===== src/hw/rtl/mps_pkg.sv =====
// ---------------------------------------------------------------------------
// mps_pkg: shared definitions for the max pooling stream
// Sizes, register indexes, control structs and small helper functions.
// ---------------------------------------------------------------------------
package mps_pkg;

	localparam int DATA_WIDTH = 16;
	localparam int MAX_WIDTH  = 256;
	localparam int MAX_WINDOW = 4;

	localparam int COL_W      = $clog2(MAX_WIDTH);
	localparam int BANK_W     = $clog2(MAX_WINDOW);
	localparam int WIN_W      = $clog2(MAX_WINDOW + 1);
	localparam int ROW_W      = 12;
	localparam int STEP_W     = 3;
	localparam int CFG_IDX_W  = 3;
	localparam int CFG_DATA_W = 12;
	localparam int NUM_REGS   = 5;

	typedef logic signed [DATA_WIDTH-1:0] data_t;

	typedef enum logic [CFG_IDX_W-1:0] {
		REG_MAP_HEIGHT    = 3'd0,
		REG_MAP_WIDTH     = 3'd1,
		REG_WINDOW_HEIGHT = 3'd2,
		REG_WINDOW_WIDTH  = 3'd3,
		REG_STEP_SIZE     = 3'd4
	} cfg_reg_t;

	// line store bank port control
	typedef struct packed {
		logic             wr_en;
		logic             rd_en;
		logic [COL_W-1:0] addr;
	} bank_ctl_t;

	// pooling cell control
	typedef struct packed {
		logic shift_en;
		logic in_window;
	} cell_ctl_t;

	// zero acts as one, oversize saturates
	function automatic logic [WIN_W-1:0] win_eff(input logic [2:0] v);
		if (v == 3'd0) begin
			return WIN_W'(1);
		end else if (int'(v) > MAX_WINDOW) begin
			return WIN_W'(MAX_WINDOW);
		end else begin
			return WIN_W'(v);
		end
	endfunction

	function automatic logic [COL_W:0] width_eff(input logic [8:0] v);
		if (v == 9'd0) begin
			return (COL_W+1)'(1);
		end else if (int'(v) > MAX_WIDTH) begin
			return (COL_W+1)'(MAX_WIDTH);
		end else begin
			return (COL_W+1)'(v);
		end
	endfunction

	// x mod st for small x (x < MAX_WINDOW), st >= 1
	function automatic logic [STEP_W-1:0] small_mod(input logic [WIN_W-1:0] x,
		input logic [STEP_W-1:0] st);
		logic [WIN_W:0] acc;
		acc = {1'b0, x};
		for (int i = 0; i < MAX_WINDOW; i++) begin
			if (acc >= (WIN_W+1)'(st)) begin
				acc = acc - (WIN_W+1)'(st);
			end
		end
		return STEP_W'(acc);
	endfunction

endpackage


===== src/hw/rtl/mps_line_bank.sv =====
// ---------------------------------------------------------------------------
// mps_line_bank: one row of the line store
// Single write port, single registered read port, one column per entry.
// ---------------------------------------------------------------------------
module mps_line_bank
	import mps_pkg::*;
(
	input  logic      clk,
	input  bank_ctl_t ctl,
	input  data_t     wr_data,
	output data_t     rd_data
);

	data_t mem [MAX_WIDTH];
	data_t rd_data_q;

	always_ff @(posedge clk) begin
		if (ctl.wr_en) begin
			mem[ctl.addr] <= wr_data;
		end
		if (ctl.rd_en) begin
			rd_data_q <= mem[ctl.addr];
		end
	end

	assign rd_data = rd_data_q;

endmodule


===== config.mk =====
export PLATFORM = sky130hd
export DESIGN_NAME = mps_line_bank
export DESIGN_NICKNAME = d
export VERILOG_FILES = /design/src/hw/rtl/mps_pkg.sv /design/src/hw/rtl/mps_line_bank.sv
export SDC_FILE = /design/constraint.sdc
export NUM_CORES = 2
export LEC_CHECK = 0
export ABC_AREA = 0
export BUFFER_PORTS_ARGS = -buffer_cell sky130_fd_sc_hd__clkbuf_2
export CAP_MARGIN = 40
export CORE_MARGIN = 1
export CORE_UTILIZATION = 55
export CTS_CLUSTER_SIZE = 10
export DETAILED_ROUTE_END_ITERATION = 10
export HOLD_SLACK_MARGIN = 0.06
export PLACE_DENSITY = 0.7
export SYNTH_ARGS = -nofsm -noshare
export SYNTH_HDL_FRONTEND = slang
export SYNTH_SLANG_ARGS = --single-unit

===== constraint.sdc =====
create_clock -name clk -period 5.9 [get_ports clk]
set_clock_uncertainty 0.1 [all_clocks]
set_input_delay 0.59 -clock clk [delete_from_list [all_inputs] [get_ports clk]]
set_output_delay 0.59 -clock clk [all_outputs]
set_load 0.02 [all_outputs]

==> summary.txt <==
status: finished, final reports clean
Worst setup EP type: flop
Finished Layout Cells: 11,100
Bufs and invs on worst path: 3
clk_lat worst skew: 0.99 ns
Rel. slew slack: 1.37%
first-pass GRT wire length: 561,000 µm
CP delay by family, top: buffers and inverters
nets: 7,313
Final setup viols: 0
CTS tree: done
Via Count: 75,600
Layout Utilization: 62.7%
Critical Path Source Type: input port
WS Path Type: input port to flop
Clock Tree Root: clkbuf_16
Worst-path clk slew: 0.05 ns
WP data required: 6.48 ns
CP Launch Point: ctl[1]
Die Height: 534 µm
Area Overhead vs Synth: 12.9%
initial core utilization: 55.5%
Total Neg Setup Slack: 0 ns
Post-Route WL: 395,000 µm
cell taking the most area after synthesis: edfxtp_1
Mapped Nets: 6,754
worst r2r src: mem[154][3]
vias per inst: 6.83
slowest CP cell: o41ai_1
number of global-route vias before repair: 76,700
area of the die: 0.285 mm²
antenna viol nets, final: 0
Port Buffers: 42
FILL cells: 18,200
DRT Pass-1 Iters: 6
final count of hold timing violations: 0
Post-DP HPWL: 223,000 µm
largest net degree at the start of global routing: 224
number of post-CTS setup repair buffers: 0
top-count cell post-synth: edfxtp_1
worst min-delay path class: input port to flop
Leak: 0.0541 µW
Worst Tran Pin Value: 1.48 ns
asr flop ratio synth: 0%
Final GP Congestion: 0.838
top cell type's share of synthesized area: 79.4%
worst path cell trace: buf_8, buf_4, mux4_2, a22oi_1, a21oi_1, o41ai_1, buf_4, nand4_1
CTS Buffer Depth: 4
top post-synthesis cells by area: edfxtp_1 (79%), mux4_2 (15%), a22oi_1 (2.5%), a21oi_1 (0.82%), clkbuf_1 (0.60%)
grt total ovfl: 0
synthesized area per cell: 23.1 µm²
commonest cells in the netlist: edfxtp_1 (4,112), mux4_2 (1,024), a22oi_1 (512), a21oi_1 (256), clkbuf_1 (249)
IO Pins: 43
post-cts gate resize count: 0
fin crit share: 63.7%
Reg area: 0.123 mm²
htree depth: 5
layout cells sized above 1: 28.8%
Mapped Cells: 6,727
part of the Yosys area used for sequential elements: 79.4%
Avg WL per Cell: 35.7 µm
Worst VDD drop: 0.303 mV
Final Slew Violations: 0
ys flop type: edfxtp_1
min-delay src: wr_data[1]
clk sink count: 4,112
Worst Path Arrival: 4.34 ns
# DRC: 0
CP Max Fanout: 77
drt initial violations: 10,800
synth unique cells: 21
Core Box Area: 0.280 mm²
CTS Buf Count: 452
RSZ-0062 raised after global routing: no
Largest stage delay, worst path: 0.88 ns
post-synthesis cell area: 0.156 mm²
Final min period: 3.76 ns
Cell Count Post-Placement: 10,500
power density over the cells: 337 mW/mm²
Yosys warnings: 0
Tot Pwr: 59,200 µW
multi-input logic area: 0.0307 mm²
maximum clock rate: 266 MHz
number of flops mapped to enable cells by yosys: 4,112
Synth Register Bits: 4,112
R2R Setup Slk: 2.74 ns
most numerous cell on the critical path: buf_4
maxcap violations: 0
GRT Util Overall: 27.8%
number of antenna violations at the first check in global routing: 15
die width: 534 µm
Rows: 194
## power by group
| part | switching, µW | leakage (µW) | internal [µW] | total [µW] |
|---|---|---|---|---|
| clock network | 10500 | 0.00586 | 13600 | 24100 |
| registers | 56.1 | 0.0370 | 32200 | 32300 |
| logic | 1790 | 0.0113 | 936 | 2720 |
| total | 12400 | 0.0541 | 46800 | 59200 |
## sequential cells by signal, indices dropped and copies added, names as in the netlist
register  count
mem        4096
rd_data      16
## worst paths after layout
check / endpoint / depth (start not counted)
worst max-delay path: rd_data[3] / 8
worst min-delay path: mem[243][1] / 1
worst max register to register: rd_data[3] / 6
worst min register to register: rd_data[13] / 5
## what timing repair did
action / in CTS / in global routing
endpoints found under the setup margin: 0 / 0
hold buffers: 7 / 0
endpoints found under the hold margin: 307 / 0
## layout make-up
class / instances / area share, %
Antenna cell: 8 / 0.0114
Clock buffer: 476 / 6.53
Clock inverter: 30 / 0.323
Inverter: 1 / 0.00214
Multi-Input combinational cell: 2194 / 17.5
Sequential cell: 4112 / 70.3
Tap cell: 3724 / 2.65
Timing Repair Buffer: 525 / 2.73
## metrics by stage
stage,hold slack [ns],area (µm²),setup WS [ns]
floorplan,0.589,156000,2.51
global placement,0.873,163000,0.871
detailed placement,0.883,164000,1.17
CTS,0.0732,176000,2.19
global route,0.0784,176000,2.12
finish,0.0873,176000,2.14
## cell usage in the layout (no fill, tap or decap), types with 23 or more instances in the layout
| master | synthesis | layout |
|---|---|---|
| nor3_2 | 0 | 29 |
| buf_4 | 16 | 404 |
| edfxtp_1 | 4112 | 4112 |
| o41ai_2 | 0 | 32 |
| clkbuf_2 | 0 | 24 |
| o41ai_1 | 64 | 32 |
| buf_8 | 0 | 23 |
| a22oi_1 | 512 | 512 |
| mux4_2 | 1024 | 1024 |
| a21oi_1 | 256 | 256 |
| nand2_1 | 28 | 27 |
| buf_12 | 0 | 55 |
| clkbuf_16 | 0 | 455 |
| nor2_1 | 232 | 218 |
## worst register-to-register path, delay by kind of cell (launching register included)
family,cells,cell delay (ns)
compound gates,3,1.49
mux,1,0.49
buf+inv,1,0.32
flops,1,0.37
simple gates,1,0.10
## metal layers
| layer | vias up | track usage [%] | share of wire (%) |
|---|---|---|---|
| met5 | - | 0 | 0.017 |
| met4 | 8 | 9.91 | 3.8 |
| met3 | 718 | 5.95 | 11 |
| met2 | 4658 | 44.5 | 49 |
| met1 | 40400 | 38.4 | 37 |
| li1 | 29900 | - | - |
## cells by family (layout without fill, tap and decap cells)
group	Yosys count	count (layout)	share of synthesized area (%)
mux	1024	1024	14.8
other cells	0	8	0
flops	4112	4112	79.4
simple gates	338	338	0.906
buf+inv	421	1032	1.24
compound gates	832	832	3.65
(Power assumes the default switching activity.)
