===== config.mk =====
export PLATFORM = sky130hd
export DESIGN_NAME = mps_pool_cell
export DESIGN_NICKNAME = d
export VERILOG_FILES = /design/src/hw/rtl/mps_pkg.sv /design/src/hw/rtl/mps_pool_cell.sv
export SDC_FILE = /design/constraint.sdc
export NUM_CORES = 1
export LEC_CHECK = 0
export ABC_AREA = 1
export BUFFER_PORTS_ARGS = -buffer_cell sky130_fd_sc_hd__buf_2
export CORE_UTILIZATION = 33
export CTS_CLUSTER_DIAMETER = 150
export CTS_CLUSTER_SIZE = 12
export DETAILED_ROUTE_END_ITERATION = 16
export PLACE_DENSITY = 0.59
export SLEW_MARGIN = 20
export SYNTH_ARGS = -nofsm -noshare
export SYNTH_HDL_FRONTEND = slang
export SYNTH_SLANG_ARGS = --single-unit

===== constraint.sdc =====
create_clock -name clk -period 4.5 [get_ports clk]
set_input_delay 0 -clock clk [delete_from_list [all_inputs] [get_ports clk]]
set_output_delay 0 -clock clk [all_outputs]
set_load 0.005 [all_outputs]

===== src/hw/rtl/mps_pkg.sv =====
// ---------------------------------------------------------------------------
// mps_pkg: shared definitions for the max pooling stream
// Sizes, register indexes, control structs and small helper functions.
// ---------------------------------------------------------------------------
package mps_pkg;

	localparam int DATA_WIDTH = 16;
	localparam int MAX_WIDTH  = 256;
	localparam int MAX_WINDOW = 4;

	localparam int COL_W      = $clog2(MAX_WIDTH);
	localparam int BANK_W     = $clog2(MAX_WINDOW);
	localparam int WIN_W      = $clog2(MAX_WINDOW + 1);
	localparam int ROW_W      = 12;
	localparam int STEP_W     = 3;
	localparam int CFG_IDX_W  = 3;
	localparam int CFG_DATA_W = 12;
	localparam int NUM_REGS   = 5;

	typedef logic signed [DATA_WIDTH-1:0] data_t;

	typedef enum logic [CFG_IDX_W-1:0] {
		REG_MAP_HEIGHT    = 3'd0,
		REG_MAP_WIDTH     = 3'd1,
		REG_WINDOW_HEIGHT = 3'd2,
		REG_WINDOW_WIDTH  = 3'd3,
		REG_STEP_SIZE     = 3'd4
	} cfg_reg_t;

	// line store bank port control
	typedef struct packed {
		logic             wr_en;
		logic             rd_en;
		logic [COL_W-1:0] addr;
	} bank_ctl_t;

	// pooling cell control
	typedef struct packed {
		logic shift_en;
		logic in_window;
	} cell_ctl_t;

	// zero acts as one, oversize saturates
	function automatic logic [WIN_W-1:0] win_eff(input logic [2:0] v);
		if (v == 3'd0) begin
			return WIN_W'(1);
		end else if (int'(v) > MAX_WINDOW) begin
			return WIN_W'(MAX_WINDOW);
		end else begin
			return WIN_W'(v);
		end
	endfunction

	function automatic logic [COL_W:0] width_eff(input logic [8:0] v);
		if (v == 9'd0) begin
			return (COL_W+1)'(1);
		end else if (int'(v) > MAX_WIDTH) begin
			return (COL_W+1)'(MAX_WIDTH);
		end else begin
			return (COL_W+1)'(v);
		end
	endfunction

	// x mod st for small x (x < MAX_WINDOW), st >= 1
	function automatic logic [STEP_W-1:0] small_mod(input logic [WIN_W-1:0] x,
		input logic [STEP_W-1:0] st);
		logic [WIN_W:0] acc;
		acc = {1'b0, x};
		for (int i = 0; i < MAX_WINDOW; i++) begin
			if (acc >= (WIN_W+1)'(st)) begin
				acc = acc - (WIN_W+1)'(st);
			end
		end
		return STEP_W'(acc);
	endfunction

endpackage


===== src/hw/rtl/mps_pool_cell.sv =====
// ---------------------------------------------------------------------------
// mps_pool_cell: one column slot of the horizontal pooling chain
// Holds an earlier column maximum, passes it on, folds it into the partial max.
// ---------------------------------------------------------------------------
module mps_pool_cell
	import mps_pkg::*;
(
	input  logic      clk,
	input  cell_ctl_t ctl,
	input  data_t     col_in,
	input  data_t     part_in,
	output data_t     col_out,
	output data_t     part_out
);

	data_t col_q;

	always_ff @(posedge clk) begin
		if (ctl.shift_en) begin
			col_q <= col_in;
		end
	end

	assign col_out  = col_q;
	assign part_out = (ctl.in_window && (col_q > part_in)) ? col_q : part_in;

endmodule


==> flow_metrics.tcl, run 1 <==
set metrics [dict create \
    synthSimpleGateAreaFrac_pct 33.9 \
    hold_violations 0 \
    syn-num-nets 202 \
    start_kind "flip-flop" \
    ys_types 17 \
    arrival_ns 2.37 \
    vias 1217 \
    yosys_warnings 0 \
    firstDrtPassIters 4 \
    post_cts_buffers 0 \
    die_x_microns 64.4 \
    synthAdderAreaFrac_pct 15.6 \
    cts.sinks 16 \
    crit_required_ns 4.50 \
    first_global_vias 1114 \
    gr-usage-met1_pct 19.4 \
    syn2layout_area_growth_pct 44.2 \
    hold_buffers 16 \
    num_rows 22 \
    io_pins 67 \
    cts_buffers 3 \
    synth_compound_gate_area_share_pct 3.41 \
    cts_tree "yes" \
    via_per_inst 4.32 \
    slew_headroom_pct 75.4 \
    h-tree-depth 1 \
    busiest_layer "met2" \
    largest_reg_flops 16 \
    postSynthAreaPerCell_sq_um 8.51 \
    crit_fanout 16 \
    ys_seq_elements 16 \
    finalCriticalPeriod_ns 2.37 \
    power.leakage_nw 1.02 \
    fin_cells 282 \
    synth_area_sq_mm 0.00128 \
    dr.first_iter.drc_count 26 \
    end_kind "primary output" \
    ctsResizeCount 0 \
    die_h_microns 64.4 \
    grt_pass1_wl_mm 4.93 \
    root_buffer "clkbuf_8" \
    maxCapViolCount 0 \
    met3_usage_pct 1.07 \
    gp_congestion 0.701 \
    grt_max_degree 17 \
    tns_ns 0 \
    path_class "reg2out" \
    status "complete, no violations" \
    wirelength_mm 2.99 \
    dieArea_sq_mm 0.00415 \
    post-place-ws_ns 2.34 \
    io_buffers 66 \
    synth.area.mux_share_pct 0 \
    core_area_sq_mm 0.00369 \
    grtUsageMet2_pct 26.7 \
    dp.final_hpwl_mm 2.28 \
    synth_xor_area_share_pct 0 \
    drive_above_1_share_pct 38.0 \
    synth_top_family_by_area "simple AND/OR/NAND/NOR gates" \
    antenna_found_initial 0 \
    nNetsFinal 287 \
    fin_crit_sh_pct 52.7 \
    fmax_ghz 0.422 \
    grt_setup_unrepaired "false" \
    post_drt_wl_per_cell_microns 10.6 \
    ir_drop_mv 0.173 \
    path_clk_slew_ns 0.06 \
    dp.cells 263 \
    finalSetupViolCount 0 \
    post-route-drc-count 0 \
    syn_inst 151 \
    overflow 0 \
    fin_ws_ns 2.13 \
    diodes 0 \
    start_util_pct 34.8 \
    drtAntennaViolNets 0 \
    ys_seq_area_share_pct 37.4 \
    clock_path_buffers 2 \
    hold_slack_ns 0.192 \
    min_path_type "in2reg" \
    drv_slew 0 \
    power_density_mw_per_mm2 246 \
    grt_use_total_pct 15.1 \
    tightest_slew_ns 0.370 \
]
## through the flow
step           utilization, %  total power, mW  area (sq um)
2_1_floorplan               -            0.287          1280
3_3_place_gp             44.8            0.347          1650
3_5_place_dp             44.8            0.347          1650
4_1_cts                  50.2            0.464          1850
5_1_grt                  50.2            0.492          1850
6_report                 50.2            0.456          1850
## layer usage
metal	part of all wire, %	routed length (microns)	vias to the layer above
met4	0.50	15	0
met5	0	0	-
met3	2.2	66	2
met2	53	1600	23
li1	-	-	655
met1	44	1310	537
## synthesized netlist by cell type (all sizes together)
master	instances	share of area [%]
a21oi	5	1.9
nand3	20	12
nand2	58	18
a21boi	1	0.88
ha	16	16
nand4	2	0.97
o21bai	1	0.58
edfxtp	16	37
buf	3	2.4
inv	25	7.3
nor2	4	2.3
## report_power, final
| part | total, mW | switching (mW) | internal, mW | leakage (nW) |
|---|---|---|---|---|
| Sequential | 0.188 | 0.0103 | 0.178 | 0.157 |
| Clock | 0.104 | 0.0447 | 0.0592 | 0.0216 |
| Combinational | 0.164 | 0.0885 | 0.0750 | 0.846 |
| Total | 0.456 | 0.144 | 0.312 | 1.02 |
## cells in the final DEF, fill, tap and decap left out
cell type | netlist | routed
clkbuf_8 | 0 | 3
nand3_2 | 12 | 12
o21bai_1 | 1 | 1
nor2_4 | 2 | 2
a21oi_1 | 5 | 5
nand4_1 | 2 | 2
a21boi_2 | 1 | 1
dlygate4sd3_1 | 0 | 16
ha_1 | 16 | 16
edfxtp_1 | 16 | 16
nand2_4 | 1 | 1
buf_2 | 1 | 66
buf_4 | 0 | 1
nand2_1 | 54 | 54
nand2_2 | 3 | 3
nor2_1 | 2 | 2
inv_1 | 25 | 25
nand3_1 | 8 | 8
## kinds of logic after synthesis
family                     after synthesis
AOI/OAI and AO/OA                        7
DFF                                     16
and+or+nand+nor                         84
buffers and inverters                   28
adders and majority gates               16
## area by class of cell
class	count	area, sq um
repair buffers	83	498
multi-input cells	107	679
fillers	398	1840
flip-flops and latches	16	480
well taps	48	60.1
clock buffers	3	41.3
inverters	25	93.8
## worst max-delay path, cell delays in order (launching register included)
cell and delay (ns):
edfxtp_1 0.44, ha_1 0.37, nand2_2 0.12, inv_1 0.04, nand2_1 0.05, nand2_1 0.05, a21oi_1 0.25, nand3_2 0.11
nand2_1 0.09, nand3_2 0.28, nand2_1 0.14, nand2_1 0.06, buf_2 0.12
## worst paths after layout
kind | start | depth (start not counted) | slack, ns | endpoint
setup / recovery | col_out[15]$_DFFE_PP_ | 12 | 2.13 | part_out[15]
hold / removal | ctl[1] | 1 | 0.19 | col_out[5]$_DFFE_PP_
Power figures use the tool's default switching activity.
==> run 2: changes to the inputs <==
--- a/config.mk
+++ b/config.mk
@@ -5,13 +5,13 @@
 export SDC_FILE = /design/constraint.sdc
 export NUM_CORES = 1
 export LEC_CHECK = 0
-export ABC_AREA = 1
+export ABC_AREA = 0
 export BUFFER_PORTS_ARGS = -buffer_cell sky130_fd_sc_hd__buf_2
 export CORE_UTILIZATION = 33
 export CTS_CLUSTER_DIAMETER = 150
 export CTS_CLUSTER_SIZE = 12
 export DETAILED_ROUTE_END_ITERATION = 16
-export PLACE_DENSITY = 0.59
+export PLACE_DENSITY = 0.6
 export SLEW_MARGIN = 20
 export SYNTH_ARGS = -nofsm -noshare
 export SYNTH_HDL_FRONTEND = slang
==> constraint.sdc (replaced) <==
create_clock -name clk -period 2.4 [get_ports clk]
set_input_delay 0 -clock clk [delete_from_list [all_inputs] [get_ports clk]]
set_output_delay 0 -clock clk [all_outputs]
set_load 0.005 [all_outputs]
==> run 2 against run 1 <==
  * The flow now finishes with violations (setup timing)
  * Combinational power is 95% higher
  * Synthesized area is 9.9% lower
  * Flip-flop and latch count stayed put
  * Non-clock buffer count is 5 higher
  * Die area is 9.6% lower
  * Worst setup slack worse by 2.4 ns
  * Critical path type unchanged
  * Largest power group unchanged
==> flow_metrics.tcl, run 2 <==
set metrics [dict create \
    finalCriticalPeriod_ns 2.65 \
    end_kind "primary output" \
    ir_drop_mv 0.234 \
    ys_seq_elements 16 \
    ys_seq_area_share_pct 41.5 \
    finalSetupViolCount 16 \
    path_depth 8 \
    async_flop_share_pct 0 \
    nNetsFinal 233 \
    final_common_cell "buf_2" \
    synth_top_area_share_pct 41.5 \
    root_buffer "clkbuf_4" \
    tns_ns -3.55 \
    switching_share_pct 28.8 \
    crit_fanout 6 \
    gp_congestion 0.759 \
    clockPowerShare_pct 18.6 \
    die_x_microns 61.2 \
    maxCapViolCount 0 \
    h-tree-depth 1 \
    postSynthAreaPerCell_sq_um 12.9 \
    start_kind "flip-flop" \
    post-route-drc-count 0 \
    hold_depth 1 \
    cts.sinks 16 \
    num_rows 21 \
    core_area_sq_mm 0.00334 \
    drive_above_1_share_pct 52.5 \
    yosysMostFrequentCell "inv_1" \
    path_clk_slew_ns 0.11 \
    slew_headroom_pct 63.3 \
    syn-num-nets 141 \
    path_buf_inv 2 \
    slowest_delay_ns 0.43 \
    clock_path_buffers 2 \
    firstDrtPassIters 4 \
    antenna_found_initial 0 \
    yosys_warnings 0 \
    violations "setup timing" \
    p_seq_share_pct 42.5 \
    pwr-share-comb_pct 38.9 \
    io_buffers 66 \
    crit_slowest_cell "edfxtp_1" \
    die_h_microns 61.2 \
    critical-path-top-delay-family "compound AO/OA/AOI/OAI gates" \
    cts_buffers 3 \
    vias 1043 \
    arrival_ns 2.65 \
    cts_tree "yes" \
    grt_max_degree 17 \
    power_density_mw_per_mm2 445 \
    power_switching_mw 0.237 \
    p_int_mw 0.585 \
    hold_violations 0 \
    grt_pass1_wl_mm 4.46 \
    post_drt_wl_per_cell_microns 12.8 \
    path_class "reg2out" \
    hold_slack_ns 0.158 \
    largest_reg_flops 16 \
    dp.final_hpwl_mm 2.15 \
    final_cell_mix "buf_2 (57), inv_1 (17), ha_1 (16), edfxtp_1 (16), dlygate4sd3_1 (16)" \
    synth_area_sq_mm 0.00116 \
    yosys.area.top_type "edfxtp_1" \
    synth_common_cells "inv_1 (17), edfxtp_1 (16), ha_1 (16), mux2_4 (10)" \
    ys_types 20 \
    yosys-top-cells-area "edfxtp_1 (42%), ha_1 (17%), mux2_4 (13%), mux2_2 (5.8%), inv_1 (5.5%)" \
    diodes 0 \
    grt_use_total_pct 16.2 \
    grt_setup_unrepaired "true" \
    synth-edff-count 16 \
    crit_required_ns 2.40 \
    syn2layout_area_growth_pct 59.7 \
    ys_dominant_reg_cell "edfxtp_1" \
    drv_slew 0 \
    first_global_vias 1108 \
    wirelength_mm 2.91 \
    via_per_inst 4.59 \
    min_path_type "in2reg" \
    status "finished, violations left" \
    power.leakage_nw 0.936 \
    tightest_slew_ns 0.543 \
    fin_cells 227 \
    fin_crit_sh_pct 110 \
    dp.cells 204 \
    crit_chain "ha_1, nand4_2, a2111oi_4, nor4_2, a211oi_4, buf_6, mux2_2, buf_2" \
    fin_ws_ns -0.250 \
    dieArea_sq_mm 0.00375 \
    io_pins 67 \
    fmax_ghz 0.377 \
    syn_inst 90 \
    overflow 0 \
    start_util_pct 34.7 \
    dr.first_iter.drc_count 13 \
    drtAntennaViolNets 0 \
]
## run 2: changes by cell type after synthesis, sizes merged, moves of 2 or more
cell / change
a21o: +3
inv: -8
nand4: +2
nor2: -3
buf: -2
nand2: -56
mux2: +16
nand3: -19
## run 2: cells by family after synthesis
family / after synthesis / synth area share [%]
buffers and inverters: 18 / 7.24
multiplexers: 16 / 18.8
adder cells (fa/ha/maj): 16 / 17.3
flip-flops: 16 / 41.5
AO/OA/AOI/OAI: 14 / 9.41
AND/OR/NAND/NOR: 10 / 5.73
## run 2: layer usage
layer  wire [microns]  track usage, %
met1             1160            17.7
met5                0               0
met2             1570            30.3
met3              133            2.94
met4               38            7.47
## run 2: area by class of cell
class                           instances  area (sq um)
Clock buffer                            3          22.5
Clock inverter                          1          3.75
Fill cell                             332          1490
Inverter                               17          63.8
Multi-Input combinational cell         56           617
Sequential cell                        16           480
Tap cell                               46          57.6
Timing Repair Buffer                   88           603
## run 2: power groups by stage
| stage | Clock (mW) | Combinational, mW | Sequential [mW] |
|---|---|---|---|
| after floorplan | 0 | 0.146 | 0.356 |
| after global placement | 0 | 0.251 | 0.355 |
| after detailed placement | 0 | 0.257 | 0.357 |
| after CTS | 0.165 | 0.317 | 0.350 |
| after global routing | 0.171 | 0.353 | 0.353 |
| final | 0.153 | 0.320 | 0.349 |
## run 2: worst paths after layout
kind,slack (ns),startpoint,to
max,-0.25,col_out[15]$_DFFE_PP_,part_out[4]
min,0.16,ctl[1],col_out[4]$_DFFE_PP_
## run 2: through the flow
stage               util [%]  instance area (sq um)  total power, mW  setup slack, ns
global route            55.4                   1850            0.877           -0.391
CTS                     54.9                   1830            0.832           -0.266
finish                  55.4                   1850            0.822           -0.250
global placement        46.4                   1550            0.606            0.122
floorplan                  -                   1160            0.503            0.155
detailed placement      46.4                   1550            0.613          0.00798
## run 2: what timing repair did
| action | in CTS | in global routing |
|---|---|---|
| gates resized for setup | 16 | 0 |
| pin swaps | 1 | 0 |
| hold buffers | 16 | 0 |
| hold endpoints to repair | 16 | 0 |
| setup buffers | 1 | 2 |
| setup endpoints to repair | 16 | 16 |
==> run 3: changes to the inputs <==
--- a/config.mk
+++ b/config.mk
@@ -5,13 +5,13 @@
 export SDC_FILE = /design/constraint.sdc
 export NUM_CORES = 1
 export LEC_CHECK = 0
-export ABC_AREA = 0
+export ABC_AREA = 1
 export BUFFER_PORTS_ARGS = -buffer_cell sky130_fd_sc_hd__buf_2
 export CORE_UTILIZATION = 33
 export CTS_CLUSTER_DIAMETER = 150
 export CTS_CLUSTER_SIZE = 12
 export DETAILED_ROUTE_END_ITERATION = 16
-export PLACE_DENSITY = 0.6
+export PLACE_DENSITY = 0.59
 export SLEW_MARGIN = 20
 export SYNTH_ARGS = -nofsm -noshare
 export SYNTH_HDL_FRONTEND = slang
==> run 3 against run 2 <==
  * The flow now finishes without violations
  * Flip-flop and latch count unchanged
  * Wire length increased by 12%
  * Largest power group unchanged
  * Worst setup slack improved by 0.43 ns
  * Combinational power increased by 3%
  * Total power increased by 7.5%
  * Largest cell class unchanged
  * Global-route usage decreased by 0.17 points
==> flow_metrics.tcl, run 3 (same netlist as run 1, synthesis figures left out) <==
set metrics [dict create \
    largest_reg_flops 16 \
    grt_setup_unrepaired "false" \
    antenna_found_initial 0 \
    critical-path-top-delay-family "simple AND/OR/NAND/NOR gates" \
    ir_drop_mv 0.336 \
    status "complete, no violations" \
    drtAntennaViolNets 0 \
    p_int_mw 0.594 \
    start_util_pct 34.8 \
    tns_ns 0 \
    finalSetupViolCount 0 \
    gp_congestion 0.680 \
    via_per_inst 4.54 \
    io_pins 67 \
    placed_cell_area_sq_mm 0.00165 \
    switching_share_pct 32.7 \
    grt_max_degree 17 \
    end_kind "primary output" \
    die_x_microns 64.4 \
    grt_use_total_pct 16.1 \
    dieArea_sq_mm 0.00415 \
    post_drt_wl_per_cell_microns 11.5 \
    maxCapViolCount 0 \
    fillers 384 \
    syn2layout_area_growth_pct 46.5 \
    endpoint "part_out[10]" \
    power_density_mw_per_mm2 469 \
    overflow 0 \
    crit_fanout 8 \
    finalInstanceArea_sq_mm 0.00188 \
    post-route-drc-count 0 \
    dr.first_iter.drc_count 47 \
    grt_pass1_wl_mm 5.11 \
    dp.final_hpwl_mm 2.36 \
    wirelength_mm 3.26 \
    cts_buffers 3 \
    root_buffer "clkbuf_8" \
    path_depth 12 \
    crit_slowest_cell "edfxtp_1" \
    cts_tree "yes" \
    cts.sinks 16 \
    crit_start "col_out[15]$_DFFE_PP_" \
    crit_top_cell "nand2_2" \
    min_path_type "in2reg" \
    power_switching_mw 0.289 \
    core_area_sq_mm 0.00369 \
    path_buf_inv 1 \
    pwr-share-comb_pct 37.5 \
    h-tree-depth 1 \
    final_common_cell "buf_2" \
    slew_headroom_pct 74.8 \
    path_class "reg2out" \
    crit_chain "ha_1, nand2_2, nor2_4, nand2_2, nor2_4, nand2_2, nand3_2, nand2_1, nand2_4, nand3_2, nand2_1, buf_2" \
    drv_slew 0 \
    clockPowerShare_pct 22.6 \
    final_cell_mix "buf_2 (66), nand2_1 (54), inv_1 (25)" \
    drive_above_1_share_pct 39.0 \
    p_seq_share_pct 39.9 \
    power.leakage_nw 1.04 \
    fmax_ghz 0.450 \
    first_global_vias 1208 \
    start_kind "flip-flop" \
    io_buffers 66 \
    clock_path_buffers 2 \
    path_clk_slew_ns 0.06 \
    fin_crit_sh_pct 92.7 \
    die_h_microns 64.4 \
    slowest_delay_ns 0.41 \
    hold_depth 1 \
    final_util_pct 51.1 \
    num_rows 22 \
    tightest_slew_ns 0.379 \
    hold_violations 0 \
    diodes 0 \
    crit_required_ns 2.40 \
    finalCriticalPeriod_ns 2.22 \
    arrival_ns 2.22 \
    vias 1288 \
    nNetsFinal 289 \
    firstDrtPassIters 4 \
    hold_slack_ns 0.193 \
]
==> run 3: cell types whose count changed in the layout (fill, tap and decap cells not counted), moves of 7 or more <==
cell / delta
nand2_1: +52
mux2_4: -13
buf_6: -12
nand3_2: +11
buf_2: +9
inv_1: +8
nand3_1: +7
==> run 3: area by class of cell <==
| cell class | instances | area (sq um) | area share, % |
|---|---|---|---|
| well taps | 48 | 60.1 | 3.19 |
| clock buffers | 3 | 41.3 | 2.19 |
| multi-input cells | 108 | 702 | 37.3 |
| inverters | 25 | 93.8 | 4.98 |
| repair buffers | 84 | 505 | 26.8 |
| flip-flops and latches | 16 | 480 | 25.5 |
==> run 3: worst min path at each step <==
stage	startpoint	to	slack [ns]
after CTS	ctl[1]	col_out[5]$_DFFE_PP_	0.19
after global placement	col_in[5]	col_out[5]$_DFFE_PP_	0.18
after global routing	ctl[1]	col_out[2]$_DFFE_PP_	0.20
after floorplan	part_in[0]	part_out[0]	0.09
final	ctl[1]	col_out[2]$_DFFE_PP_	0.19
after detailed placement	col_in[4]	col_out[4]$_DFFE_PP_	0.18
==> run 3: power by group through the flow <==
stage	Sequential, mW	Combinational, mW	Clock, mW
2_1_floorplan	0.359	0.180	0
4_1_cts	0.353	0.316	0.205
6_report	0.353	0.331	0.200
5_1_grt	0.356	0.377	0.214
3_5_place_dp	0.359	0.294	0
3_3_place_gp	0.359	0.292	0
==> run 3: per-layer routing <==
layer | up-vias | global-route usage (%) | share of wire [%]
met1 | 581 | 18.7 | 43
met3 | 7 | 1.61 | 4.2
met2 | 36 | 28.8 | 51
met4 | 0 | 8.06 | 2.2
met5 | - | 0 | 0
li1 | 664 | - | -
==> run 3: stage by stage <==
stage / setup WS, ns / power [mW] / cells
finish: 0.176 / 0.883 / 284
global route: 0.00107 / 0.947 / 284
CTS: 0.00714 / 0.874 / 282
detailed placement: 0.298 / 0.653 / 263
global placement: 0.383 / 0.651 / 263
floorplan: 0.631 / 0.539 / 151
==> run 3: repair_timing <==
item / 4_1_cts / 5_1_grt
gates resized for setup: 0 / 3
hold buffers: 16 / 0
setup endpoints to repair: 0 / 16
setup buffers: 0 / 1
endpoints found under the hold margin: 16 / 0
